### src/hw/rtl/segment_segment_intersect_core_defines.svh
// ----------------------------------------------------------------------------
// Segment intersection core: assertion macros
// Shared concurrent assertion forms used at the end of the top level.
// ----------------------------------------------------------------------------
`ifndef SEGMENT_SEGMENT_INTERSECT_CORE_DEFINES_SVH
`define SEGMENT_SEGMENT_INTERSECT_CORE_DEFINES_SVH

// The consequent must hold in the same cycle as the antecedent.
`define SSI_ASSERT_SAME(label, clk, rst, ante, cons) \
   label: assert property (@(posedge clk) disable iff (rst) (ante) |-> (cons)) \
      else $error("segment intersect assertion failed");

// The consequent must hold in the cycle after the antecedent.
`define SSI_ASSERT_NEXT(label, clk, rst, ante, cons) \
   label: assert property (@(posedge clk) disable iff (rst) (ante) |=> (cons)) \
      else $error("segment intersect assertion failed");

`endif

### src/hw/rtl/ssi_pkg.sv
// ----------------------------------------------------------------------------
// Segment intersection package
// Widths, transaction types and pipeline types shared by the core.
// ----------------------------------------------------------------------------
package ssi_pkg;

   // Coordinate and arithmetic widths.
   localparam int SSI_COORD_WIDTH     = 16;
   localparam int SSI_PARAM_FRAC_BITS = 16;
   localparam int SSI_DIFF_WIDTH      = SSI_COORD_WIDTH + 1;
   localparam int SSI_PROD_WIDTH      = 2 * SSI_DIFF_WIDTH;
   localparam int SSI_CROSS_WIDTH     = SSI_PROD_WIDTH + 1;
   // Quotient bits kept before saturation to 32 bits.
   localparam int SSI_QUO_WIDTH       = 33;
   localparam int SSI_REM_WIDTH       = SSI_CROSS_WIDTH + SSI_QUO_WIDTH + 1;
   localparam int SSI_PARAM_WIDTH     = 32;

   // Input transaction.
   typedef struct packed {
      logic signed [SSI_COORD_WIDTH-1:0] first_start_x;
      logic signed [SSI_COORD_WIDTH-1:0] first_start_y;
      logic signed [SSI_COORD_WIDTH-1:0] first_end_x;
      logic signed [SSI_COORD_WIDTH-1:0] first_end_y;
      logic signed [SSI_COORD_WIDTH-1:0] second_start_x;
      logic signed [SSI_COORD_WIDTH-1:0] second_start_y;
      logic signed [SSI_COORD_WIDTH-1:0] second_end_x;
      logic signed [SSI_COORD_WIDTH-1:0] second_end_y;
   } ssi_req_type;

   // Result transaction.
   typedef struct packed {
      logic                              hit;
      logic                              parallel;
      logic signed [SSI_PARAM_WIDTH-1:0] first_param;
      logic signed [SSI_PARAM_WIDTH-1:0] second_param;
   } ssi_rsp_type;

   // One division lane: partial remainder and quotient bits found so far.
   typedef struct packed {
      logic [SSI_REM_WIDTH-1:0] rem;
      logic [SSI_QUO_WIDTH-1:0] quo;
   } ssi_lane_type;

   // Everything that travels through the divider stages.
   typedef struct packed {
      logic                       valid;
      logic                       parallel;
      logic                       hit;
      logic                       t_neg;
      logic                       t_ovf;
      logic                       u_neg;
      logic                       u_ovf;
      logic [SSI_CROSS_WIDTH-1:0] d_mag;
      ssi_lane_type               t;
      ssi_lane_type               u;
   } ssi_div_type;

endpackage

### src/hw/rtl/ssi_div_stage.sv
// ----------------------------------------------------------------------------
// Segment intersection divider stage
// Decides one quotient bit of both parameter quotients by compare and
// subtract against the shifted denominator magnitude.
// ----------------------------------------------------------------------------
module ssi_div_stage import ssi_pkg::*; #(
   parameter int BIT = 0
) (
   input  logic        clock,
   input  logic        reset,
   input  ssi_div_type in_data,
   output ssi_div_type out_data
);

   localparam int RW = SSI_REM_WIDTH;

   logic [RW-1:0] d_shift;
   ssi_div_type   out_in;
   ssi_div_type   out_ff;

   // Restoring step on both lanes.
   always_comb begin
      d_shift = RW'(in_data.d_mag) << BIT;
      out_in  = in_data;
      if (in_data.t.rem >= d_shift) begin
         out_in.t.rem      = in_data.t.rem - d_shift;
         out_in.t.quo[BIT] = 1'b1;
      end
      if (in_data.u.rem >= d_shift) begin
         out_in.u.rem      = in_data.u.rem - d_shift;
         out_in.u.quo[BIT] = 1'b1;
      end
   end

   always_ff @(posedge clock) begin
      if (reset) begin
         out_ff.valid <= 1'b0;
      end else begin
         out_ff.valid <= out_in.valid;
      end
      out_ff.parallel <= out_in.parallel;
      out_ff.hit      <= out_in.hit;
      out_ff.t_neg    <= out_in.t_neg;
      out_ff.u_neg    <= out_in.u_neg;
      out_ff.t_ovf    <= out_in.t_ovf;
      out_ff.u_ovf    <= out_in.u_ovf;
      out_ff.d_mag    <= out_in.d_mag;
      out_ff.t        <= out_in.t;
      out_ff.u        <= out_in.u;
   end

   assign out_data = out_ff;

endmodule

### config.mk
export PLATFORM = sky130hd
export DESIGN_NAME = ssi_div_stage
export DESIGN_NICKNAME = d
export VERILOG_FILES = /design/src/hw/rtl/segment_segment_intersect_core_defines.svh /design/src/hw/rtl/ssi_pkg.sv /design/src/hw/rtl/ssi_div_stage.sv
export SDC_FILE = /design/constraint.sdc
export NUM_CORES = 1
export LEC_CHECK = 0
export BUFFER_PORTS_ARGS = -buffer_cell sky130_fd_sc_hd__buf_2
export CORE_AREA = 2 2 192 194
export CTS_BUF_LIST = sky130_fd_sc_hd__clkbuf_4
export CTS_CLUSTER_DIAMETER = 80
export CTS_CLUSTER_SIZE = 24
export DETAILED_ROUTE_END_ITERATION = 7
export DIE_AREA = 0 0 194 196
export GPL_TIMING_DRIVEN = 0
export MAX_ROUTING_LAYER = met4
export PLACE_DENSITY = 0.64
export SYNTH_ARGS = -nofsm -noshare
export SYNTH_HDL_FRONTEND = slang
export SYNTH_SLANG_ARGS = --single-unit
### constraint.sdc
create_clock -name clock -period 3.9 [get_ports clock]
set_input_delay 0.39 -clock clock [delete_from_list [all_inputs] [get_ports clock]]
set_output_delay 0.39 -clock clock [all_outputs]
set_load 0.05 [all_outputs]
==> summary.md <==
| Metric | Value |
|---|---|
| Critical path type | in -> reg |
| Period utilisation layout | 97.2% |
| Vias in the first global route | 13115 |
| Most frequent CP cell | nand2_1 |
| Synth-to-layout area growth | 49.6% |
| First-pass GRT wire length | 75.0 mm |
| Hold crit path type | in -> reg |
| Critical path buffers and inverters | 5 |
| Mapped Area | 11800 um^2 |
| Post-synth EDFFs | 0 |
| Synth Flop Type | dfxtp_1 |
| Final setup violation count | 0 |
| Arr. time, crit path | 4.46 ns |
| Lkg Pwr | 0.00794 uW |
| Critical-path maximum fanout | 8 |
| Hold wc startpoint | in_data[204] |
| Max Clock Freq | 0.264 GHz |
| Top cell family by delay on the critical path | buffers and inverters |
| Setup Fix Bufs, Post-CTS | 0 |
| Worst path required time | 4.57 ns |
| Max-slew headroom | 33.9% |
| Syn_area_per_cell | 8.76 um^2 |
| Final worst path period need | 3.79 ns |
| CP max stage delay | 0.64 ns |
| HPWL after DPL | 38.9 mm |
| Synth Register Bits | 246 |
| DR vias/cell | 5.03 |
| IO Count | 494 |
| Layout fillers | 3421 |
| Most common cell after layout, fill and taps aside | buf_2 |
| Die height | 196 um |
| # nets final | 2430 |
| GRT Util Overall | 26.0% |
| Largest net degree at the start of global routing | 25 |
| ANT nets after route | 0 |
| Initial Util | 32.7% |
| Core Area | 36100 um^2 |
| Max-slew violation count | 0 |
| Clock root buffer | clkbuf_4 |
| Final Hold Viols | 0 |
| Pre-antenna DRT Iters | 5 |
| CTS H-tree lvls | 1 |
| Fin area | 17700 um^2 |
| Max FFs per register | 246 |
| RePlAce Congestion | 0.935 |
| Status | finished, final reports clean |
| Actual slew at the worst max-slew pin | 0.985 ns |
| Most frequent cells in the layout | buf_2 (498), dlygate4sd3_1 (256), dfxtp_1 (246) |
| Syn_nets | 1667 |
| Synthesis Warnings | 0 |
| Power Dens Cells | 377 nW/um^2 |
| TritonCTS clock tree | yes |
| Hold WS | 0.0619 ns |
| # rows | 70 |
| Final Routed Wirelength | 50.5 mm |
| Ys async rst share | 0% |
| GRT overflow | 0 |
| Port buffer count | 490 |
| VDD IR max | 0.000364 V |
| Netlist cell types | 75 |
| CTS clk-pin slew, worst paths | 0.23 ns |
| CTS sink cnt | 246 |
| Layout cells sized above 1 | 26.6% |
| Vias | 13065 |
| Die Area | 38000 um^2 |
| Cells after Synth | 1347 |
| Die width | 194 um |
| 1st-iter DRT viols | 833 |
| Type of origin of the critical path | input pin |
| CTS max path bufs | 3 |
| Register area share after synthesis | 41.7% |
| Placement Cell Area | 14800 um^2 |
| Worst setup path startpoint | in_data[231] |
| Initial antenna violation count | 12 |
| Cell Chain, Critical Path | dlygate4sd3_1, buf_2, inv_1, ha_1, clkbuf_1, nand2_1, o21ai_0, a21oi_1, or4b_2, o21ai_2, nand2_1, and4_1, nand2_1, xnor2_1, dlygate4sd3_1 |
| Crit-path slowest cell | or4b_2 |
| CP Capture Type | register |
| Max-Cap Viols | 0 |
| Unrepaired setup endpoints after global routing | no |
| WL/cell | 19.5 um |
| DRC Markers | 0 |
| CTS Buf Count | 16 |
## through the flow
step	util, %	power (uW)	worst slack [ns]	std cells	setup TNS, ns
global route	48.9	6980	0.0139	2596	0
finish	48.9	6660	0.108	2596	0
global placement	41.1	5370	-0.763	2305	-47.96
CTS	48.8	6690	0.0176	2584	0
floorplan	-	4630	0.800	1347	0
detailed placement	41.1	5370	-0.723	2305	-41.52
## cells in the mapped netlist (4+ instances only)
master,number,share of area (%)
o21ai_0,53,2.2
and3_1,7,0.37
or4_1,5,0.32
a31oi_1,6,0.32
nand3_1,32,1.4
o211ai_1,12,0.76
buf_2,8,0.34
xor2_1,44,3.3
o21bai_1,18,1.1
xnor2_1,85,6.3
clkbuf_1,37,1.2
o21a_1,15,0.95
or3_1,16,0.85
a211oi_1,8,0.51
nor2_1,147,4.7
o31a_1,4,0.30
nor4_1,16,0.85
a21oi_1,147,6.2
nand3b_1,5,0.32
inv_1,53,1.7
nand4b_1,7,0.52
o31ai_1,4,0.25
a21o_1,21,1.3
or2_2,5,0.27
nor3_1,35,1.5
nand4_1,35,1.9
dfxtp_1,246,42
nor2b_1,12,0.64
nand2b_1,13,0.69
mux2_2,7,0.67
a221oi_1,4,0.30
ha_1,70,7.4
nand2_1,106,3.4
## layout make-up
class	count	area (um^2)	area share [%]
multi-input cells	1002	6510	36.9
inverters	53	199	1.13
clock buffers	18	135	0.765
diodes	13	32.5	0.184
plain buffers	45	183	1.03
clock inverters	5	71.3	0.404
repair buffers	746	5010	28.4
flip-flops and latches	246	4920	27.9
well taps	468	586	3.32
## cells by family (layout without fill, tap and decap cells)
family	Yosys count	after routing	share of synthesized area, %
buffers and inverters	99	867	3.23
flip-flops	246	246	41.7
multiplexers	7	7	0.668
AO/OA/AOI/OAI	326	326	17.2
AND/OR/NAND/NOR	468	468	19.9
other	0	13	0
XOR/XNOR	129	129	9.57
adder cells (fa/ha/maj)	72	72	7.76
## tightest hold or removal path, delay by kind of cell
family	cells	cell delay (ns)
adder cells (fa/ha/maj)	1	0.16
buffers and inverters	1	0.13
AO/OA/AOI/OAI	1	0.06
## power breakdown
group / switching [uW] / internal, uW
logic: 1870 / 831
clock network: 853 / 255
registers: 71.1 / 2780
## worst paths after layout
| path | endpoint | slack [ns] | cells past startpoint |
|---|---|---|---|
| min | out_data[135] | 0.06 | 3 |
| max | out_data[198] | 0.11 | 15 |
## metal layers
layer | track usage [%] | routed length [um] | vias up
met1 | 31.4 | 21100 | 6018
met5 | - | 0 | -
met2 | 41.8 | 23100 | 619
met4 | 11.4 | 2520 | 0
li1 | - | - | 6309
met3 | 5.57 | 3850 | 119
## what timing repair did
| item | 4_1_cts | 5_1_grt |
|---|---|---|
| setup endpoints to repair | 0 | 47 |
| hold buffers | 256 | 0 |
| endpoints found under the hold margin | 244 | 0 |
| gates resized for setup | 0 | 11 |
(Power assumes the default switching activity.)
